File: src/rtl/hvr_pkg.sv
`default_nettype none
// ---------------------------------------------------------------------------
// hvr_pkg - shared types and constants of the heading vector rotator
// Field widths, pipeline data layout, yaw source codes and the CORDIC
// arctangent table.
// ---------------------------------------------------------------------------
package hvr_pkg;

   localparam int VECTOR_WIDTH  = 16;
   localparam int ANGLE_WIDTH   = 16;
   localparam int CORDIC_STAGES = 16;

   // the arctangent table has 32 entries, so at most 32 cells
   localparam int STAGE_COUNT = (CORDIC_STAGES < 32) ? CORDIC_STAGES : 32;
   localparam int STAGE_IDX_W = (STAGE_COUNT > 1) ? $clog2(STAGE_COUNT) : 1;

   localparam int GUARD_BITS = 16;
   // prescaled vector keeps guard bits plus headroom for CORDIC gain and sqrt(2)
   localparam int DATA_W     = VECTOR_WIDTH + GUARD_BITS + 2;
   localparam int ZW         = 33;
   localparam int GAIN_W     = 33;
   localparam int PROD_W     = VECTOR_WIDTH + GAIN_W;
   localparam int PRE_SHIFT  = 32 - GUARD_BITS;

   // limiting CORDIC inverse gain, Q0.32
   localparam logic signed [GAIN_W-1:0] INV_GAIN     = 33'sd2608131496;
   localparam logic signed [ZW-1:0]     QUARTER_TURN = 33'sd1073741824;

   localparam logic [1:0] SRC_NONE   = 2'd0;
   localparam logic [1:0] SRC_HEAD   = 2'd1;
   localparam logic [1:0] SRC_FIRST  = 2'd2;
   localparam logic [1:0] SRC_SECOND = 2'd3;

   // top two bits of the 32-bit binary angle
   localparam logic [1:0] QUAD_PLUS  = 2'b01;
   localparam logic [1:0] QUAD_MINUS = 2'b10;

   localparam logic REG_MOVEMENT_SOURCE = 1'b0;
   localparam logic REG_BODY_FOLLOW     = 1'b1;

   typedef struct packed {
      logic signed [VECTOR_WIDTH-1:0] move_x;
      logic signed [VECTOR_WIDTH-1:0] move_y;
      logic signed [ANGLE_WIDTH-1:0]  head_yaw;
      logic signed [ANGLE_WIDTH-1:0]  first_hand_yaw;
      logic signed [ANGLE_WIDTH-1:0]  second_hand_yaw;
      logic signed [ANGLE_WIDTH-1:0]  realign_yaw;
      logic                           aiming;
      logic                           weapon_equipped;
      logic                           menu_active;
   } hvr_req_type;

   typedef struct packed {
      logic signed [VECTOR_WIDTH-1:0] out_x;
      logic signed [VECTOR_WIDTH-1:0] out_y;
      logic                           was_rotated;
   } hvr_rsp_type;

   typedef struct packed {
      logic signed [DATA_W-1:0]       x;
      logic signed [DATA_W-1:0]       y;
      logic signed [ZW-1:0]           z;
      logic                           bypass;
      logic signed [VECTOR_WIDTH-1:0] raw_x;
      logic signed [VECTOR_WIDTH-1:0] raw_y;
   } hvr_stage_type;

   function automatic logic [31:0] atan_at(input logic [4:0] idx);
      logic [31:0] val;
      unique case (idx)
         5'd0:    val = 32'h20000000;
         5'd1:    val = 32'h12E4051D;
         5'd2:    val = 32'h09FB385B;
         5'd3:    val = 32'h051111D4;
         5'd4:    val = 32'h028B0D43;
         5'd5:    val = 32'h0145D7E1;
         5'd6:    val = 32'h00A2F61E;
         5'd7:    val = 32'h00517C55;
         5'd8:    val = 32'h0028BE53;
         5'd9:    val = 32'h00145F2E;
         5'd10:   val = 32'h000A2F98;
         5'd11:   val = 32'h000517CC;
         5'd12:   val = 32'h00028BE6;
         5'd13:   val = 32'h000145F3;
         5'd14:   val = 32'h0000A2F9;
         5'd15:   val = 32'h0000517C;
         5'd16:   val = 32'h000028BE;
         5'd17:   val = 32'h0000145F;
         5'd18:   val = 32'h00000A2F;
         5'd19:   val = 32'h00000517;
         5'd20:   val = 32'h0000028B;
         5'd21:   val = 32'h00000145;
         5'd22:   val = 32'h000000A2;
         5'd23:   val = 32'h00000051;
         5'd24:   val = 32'h00000028;
         5'd25:   val = 32'h00000014;
         5'd26:   val = 32'h0000000A;
         5'd27:   val = 32'h00000005;
         5'd28:   val = 32'h00000002;
         5'd29:   val = 32'h00000001;
         default: val = 32'h00000000;
      endcase
      return val;
   endfunction

endpackage
`default_nettype wire

File: src/rtl/hvr_cell.sv
`default_nettype none
// ---------------------------------------------------------------------------
// hvr_cell - one CORDIC micro-rotation
// Rotates the vector by plus or minus atan(2^-i) toward a zero residual
// angle and hands the result to the next cell.
// ---------------------------------------------------------------------------
module hvr_cell import hvr_pkg::*; (
   input  wire logic                   clock,
   input  wire logic                   reset,
   input  wire logic                   advance,
   input  wire logic [STAGE_IDX_W-1:0] stage_idx,
   input  wire logic                   in_valid,
   input  wire hvr_stage_type          in_stage,
   output logic                        out_valid,
   output hvr_stage_type               out_stage
);

   logic signed [DATA_W-1:0] dx;
   logic signed [DATA_W-1:0] dy;
   logic signed [ZW-1:0]     step_angle;
   hvr_stage_type            stage_in;
   hvr_stage_type            stage_ff;
   logic                     valid_ff;

   assign dx         = in_stage.y >>> stage_idx;
   assign dy         = in_stage.x >>> stage_idx;
   assign step_angle = ZW'(atan_at(5'(stage_idx)));

   always_comb begin
      stage_in = in_stage;
      if (!in_stage.z[ZW-1]) begin
         stage_in.x = in_stage.x - dx;
         stage_in.y = in_stage.y + dy;
         stage_in.z = in_stage.z - step_angle;
      end else begin
         stage_in.x = in_stage.x + dx;
         stage_in.y = in_stage.y - dy;
         stage_in.z = in_stage.z + step_angle;
      end
   end

   always_ff @(posedge clock) begin
      if (reset) begin
         valid_ff <= 1'b0;
      end else if (advance) begin
         valid_ff <= in_valid;
      end
   end

   always_ff @(posedge clock) begin
      if (advance) begin
         stage_ff <= stage_in;
      end
   end

   assign out_valid = valid_ff;
   assign out_stage = stage_ff;

endmodule
`default_nettype wire

File: config.mk
export PLATFORM = sky130hd
export DESIGN_NAME = hvr_cell
export DESIGN_NICKNAME = d
export VERILOG_FILES = /design/src/rtl/hvr_pkg.sv /design/src/rtl/hvr_cell.sv
export SDC_FILE = /design/constraint.sdc
export NUM_CORES = 1
export LEC_CHECK = 0
export ABC_CLOCK_PERIOD_IN_PS = 7550
export BUFFER_PORTS_ARGS = -buffer_cell sky130_fd_sc_hd__buf_4
export CORE_UTILIZATION = 44
export CTS_CLUSTER_DIAMETER = 30
export DETAILED_ROUTE_END_ITERATION = 7
export PLACE_DENSITY = 0.71
export SETUP_SLACK_MARGIN = 0.05
export SLEW_MARGIN = 20
export SYNTH_ARGS = -nofsm -noshare
export SYNTH_HDL_FRONTEND = slang
export SYNTH_SLANG_ARGS = --single-unit
File: constraint.sdc
create_clock -name clock -period 7.55 [get_ports clock]
set_input_delay 1.51 -clock clock [delete_from_list [all_inputs] [get_ports clock]]
set_output_delay 1.51 -clock clock [all_outputs]
set_load 0.01 [all_outputs]
# After elaboration in Yosys (flattened, before gate mapping)
# Memory sizes are Yosys's and may differ from the RTL's.
# Index checks and enable logic that the tools add are counted.
[word_totals]
regBits = 135
latch_bits = 0
mem_bits_rw = 0
rom_bits = 480
inputBits = 142
output_inout_bits = 135
mem_count = 1
[memory_table]
columns = ["memory", "depth", "word_bits", "rd", "rd_ports_with_merged_regs", "write_ports", "line_no", "text"]
rows = [
  ["(no name shown)", 16, 30, 1, 0, 0, "hvr_pkg.sv:70", "unique case (idx)"],
]
[op_classes]
addsub = 6
multipliers = 0
div = 0
magnitude_cmp = 0
eq_ne = 0
shifts = 2
mux = 1
bitwise = 0
reduce_logical = 0
[ops]
columns = ["cell", "count"]
rows = [
  ["$mux W101", 1],
  ["$add A34 B34 Y34", 2],
  ["$sshr A34 B4 Y34", 2],
  ["$sub A34 B34 Y34", 2],
  ["$add A33 B33 Y33", 1],
  ["$sub A33 B33 Y33", 1],
]

# Longest topological paths before layout
[logic_depth]
ltp_word = 3
depth_mapped = 29

# Worst setup path after synthesis
# No wires, ideal clock.
[synth_path]
path_kind = "input port to flip-flop"
start = "input port stage_idx[1]"
end = "register stage_ff, in the netlist out_stage[63] (data pin)"
arrival_ps = 7101
setup_slack_ps = 191
stages = 24
path_buffers = 5
cell_sequence = "clkbuf_1 -> inv_2 -> buf_1 -> buf_1 -> buf_1 -> ha_1 -> clkbuf_1 -> mux4_2 -> a211oi_1 -> and4b_1 -> and3_1 -> a31oi_1 -> xnor2_1 -> ha_1 -> a41o_1 -> a221oi_1 -> o21ai_0 -> a211o_1 -> a311oi_1 -> o31ai_1 -> o21ai_0 -> nand2b_1 -> a21oi_1 -> xnor2_1"
[synth_rtl]
columns = ["element", "line_no", "text"]
rows = [
  ["start: declaration", "hvr_cell.sv:11", "input wire logic [STAGE_IDX_W-1:0] stage_idx,"],
  ["end signal: assignment", "hvr_cell.sv:52", "stage_ff <= stage_in;"],
  ["end: declaration", "hvr_cell.sv:22", "hvr_stage_type stage_ff;"],
]

==> key figures <==
Outcome
  – Status: completed

Pwr
  – Leak Pwr: 7.73 nW
  – Total Power: 3.88 mW
  – Max IR drop VDD: 0.000174 V
  – Internal: 2.45 mW
  – Net Switching: 1.43 mW
  – PD cells: 212 nW/um2
  – Switching share of power: 0.369
  – Clock network power share: 0.226
  – Flop pwr share: 0.289
  – Logic pwr share: 0.484

Synth
  – Synth top cells by count: nand2_1 (156), a21oi_1 (145), edfxtp_1 (134)
  – Post-synth top area share: 0.265
  – Syn avg cell area: 9.40 um2
  – Top-count cell post-synth: nand2_1
  – Synth Flop Type: edfxtp_1
  – Cell variety after synth: 79
  – Syn_nets: 1871
  – Yosys reg bits: 135
  – Sequential cell area fraction in the yosys report: 0.266
  – Post-Syn Instances: 1616
  – EDFF count, synth: 134
  – Mapped cell area: 15200 um2
  – Synth async-reset ratio: 0
  – Synth area leaders: edfxtp_1 (26%), mux4_2 (12%), ha_1 (9.1%)
  – YS warnings: 0
  – Cell taking the most area after synthesis: edfxtp_1

Clock tree
  – Clk buf depth: 2
  – Cts hold-fix bufs: 0
  – Root buffer cell: clkbuf_16
  – Worst skew pair latency: 0.45 ns
  – CTS tree: built
  – Setup bufs post-CTS: 0
  – Reg clk slew, reported paths: 0.07 ns
  – CTS Sinks: 135
  – CTS Buf Count: 17
  – Max H-tree Level: 4
  – PostCTS Resize Cnt: 0

Global routing
  – Largest net degree at the start of global routing: 71
  – GRT Overall Usage: 0.255
  – Total gr overflow: 0
  – Initial antenna violation count: 0
  – First-pass GRT wire length: 71.4 mm
  – Vias in the first global route: 13100

Drt
  – Vias per inst: 5.97
  – DRT iter0 DRCs: 982
  – Total wire length: 45.6 mm
  – DRC: 0
  – DRT Pass-1 Iters: 5
  – Vias: 13900
  – Routed WL per cell: 19.6 um
  – Final ANT Viol Nets: 0

Min path
  – WHS Path Cells: 2
  – Worst Hold Launch: out_valid
  – Hold EP: out_valid
  – Worst hold-check path type: flip-flop to flip-flop

STA
  – Final Hold Viols: 0
  – Slew HR: 0.414
  – Fin crit period: 6.88 ns
  – Fmax: 145 MHz
  – # setup viols final: 0
  – RSZ-0062 raised after global routing: false
  – Period utilization: 0.911
  – Max-slew violations: 0
  – Slew @ Worst Pin: 0.879 ns
  – Clock Skews: 0 ns
  – Setup total negative slack: 0 ns

Worst setup path
  – Worst EP arrival: 7.08 ns
  – CP most frequent cell: a21oi_1
  – Slowest-stage cell, CP: mux4_2
  – Worst Path Class, Setup: primary input to flip-flop
  – R2r startpoint: out_valid
  – Setup crit end kind: flip-flop
  – CP Launch Type: primary input
  – R2r worst-path depth: 2
  – Worst stage delay on the critical path: 0.61 ns
  – Worst R2R Setup Slack: 6.95 ns
  – Critical-path cell list: buf_6 -> buf_4 -> buf_4 -> mux4_2 -> nand2_1 -> nand2_1 -> mux2i_1 -> and3_1 -> and2_1 -> o21ai_1 -> a21oi_1 -> o21ai_0 -> xnor2_1 -> ha_1 -> a21oi_1 -> nor2b_1 -> o21ai_0 -> o211ai_1 -> nand2b_1 -> o31ai_1 -> a211oi_1 -> a2bb2oi_1 -> a21oi_1 -> xnor2_1
  – Critical path fanouts, max: 32
  – Launch point of the worst path: stage_idx[0]
  – Critical Path RT: 7.75 ns
  – Worst r2r dst: out_valid

Placement
  – Buffers on Ports: 276
  – Dpl hpwl: 35.3 mm
  – Placed cells: 2295
  – Routability congestion estimate: 0.917
  – Placed Area: 17700 um2

Die
  – I/O Pins: 277
  – Core ar.: 33800 um2
  – Chip width: 188 um
  – Initial Util: 0.450
  – Die extent in y: 188 um
  – Rows: 67
  – Total Die Area: 35300 um2

Layout
  – Share of cells above drive strength 1: 0.252
  – Synth-to-Final Area Change: 20.6%
  – Filler Cell Count: 3048
  – Final core utilization: 0.542
  – Nets: 2121
  – Cell area after layout: 18300 um2
  – Non-Filler Instances: 2327
  – ANT cells: 0

Flow run
  – Number of max-cap violations: 0
==> stage by stage <==
step,setup slack [ns],hold slack [ns]
after floorplan,0.191,0.528
after global placement,0.350,0.481
after detailed placement,0.379,0.503
after CTS,0.771,0.515
after global routing,0.188,0.546
final,0.674,0.516
==> how the worst max path moves through the flow <==
stage | end | cells after the start
final | out_stage[133] | 24
after CTS | out_stage[133] | 23
after floorplan | out_stage[63] | 24
after detailed placement | out_stage[133] | 20
after global routing | out_stage[133] | 24
after global placement | out_stage[133] | 22
==> cell usage in the layout, fill, tap and decap left out, drive strengths merged, types with 4 or more instances in the layout <==
master / netlist / final
a211o: 4 / 4
a211oi: 20 / 20
a21o: 44 / 44
a21oi: 145 / 145
a221oi: 4 / 4
a311oi: 4 / 4
a31o: 6 / 6
a31oi: 24 / 24
a41oi: 5 / 5
and2: 22 / 22
and3: 20 / 20
buf: 51 / 309
clkbuf: 27 / 18
edfxtp: 134 / 134
ha: 110 / 110
inv: 42 / 51
mux2: 26 / 26
mux2i: 50 / 50
mux4: 78 / 78
nand2: 156 / 156
nand2b: 24 / 24
nand3: 38 / 38
nand4: 6 / 6
nor2: 128 / 128
nor2b: 16 / 16
nor3: 26 / 26
nor3b: 4 / 4
o211ai: 6 / 6
o21a: 20 / 20
o21ai: 90 / 90
o21bai: 16 / 16
o31a: 5 / 5
o31ai: 13 / 13
o41ai: 6 / 6
or2: 8 / 8
or3: 10 / 10
xnor2: 105 / 105
xor2: 72 / 72
==> sequential cells by signal, indices dropped and copies added (netlist names) <==
signal,count
out_stage,134
out_valid,1
==> power groups by stage <==
| stage | registers (mW) | clock network (mW) | logic (mW) |
|---|---|---|---|
| after floorplan | 1.22 | 0 | 1.12 |
| after global placement | 1.14 | 0 | 1.83 |
| after detailed placement | 1.14 | 0 | 1.85 |
| after CTS | 1.12 | 0.899 | 1.87 |
| after global routing | 1.13 | 0.926 | 2.05 |
| final | 1.12 | 0.878 | 1.88 |
==> per-layer routing <==
layer / global-route usage / part of all wire / vias to the layer above
met3: 0.0449 / 0.064 / 61
met1: 0.341 / 0.44 / 6688
met4: 0.0807 / 0.023 / 0
met5: 0 / 0 / -
li1: - / - / 6591
met2: 0.418 / 0.48 / 550
==> area by class of cell <==
cell class | instances | area, um2 | share of cell area
Multi-Input combinational cell | 1361 | 10600 | 0.579
Timing Repair Buffer | 309 | 2340 | 0.128
Tap cell | 448 | 561 | 0.0306
Inverter | 42 | 158 | 0.00861
Clock inverter | 14 | 179 | 0.00977
Clock buffer | 18 | 439 | 0.0240
Sequential cell | 135 | 4040 | 0.221
==> critical path, delay by kind of cell <==
kind	cells	cell delay, ns
buf+inv	3	1.03
fa+ha+maj	1	0.37
mux	2	0.86
simple gates	6	0.76
compound gates	10	2.16
xor+xnor	2	0.33
==> kinds of logic (layout without fill, tap and decap cells) <==
group / after synthesis / count (layout) / synth area share
compound gates: 443 / 443 / 0.185
xor+xnor: 177 / 177 / 0.102
fa+ha+maj: 113 / 113 / 0.0945
buf+inv: 120 / 383 / 0.0362
flops: 135 / 135 / 0.266
mux: 154 / 154 / 0.168
simple gates: 474 / 474 / 0.148
Note: power is estimated with default switching activity, not from simulation.
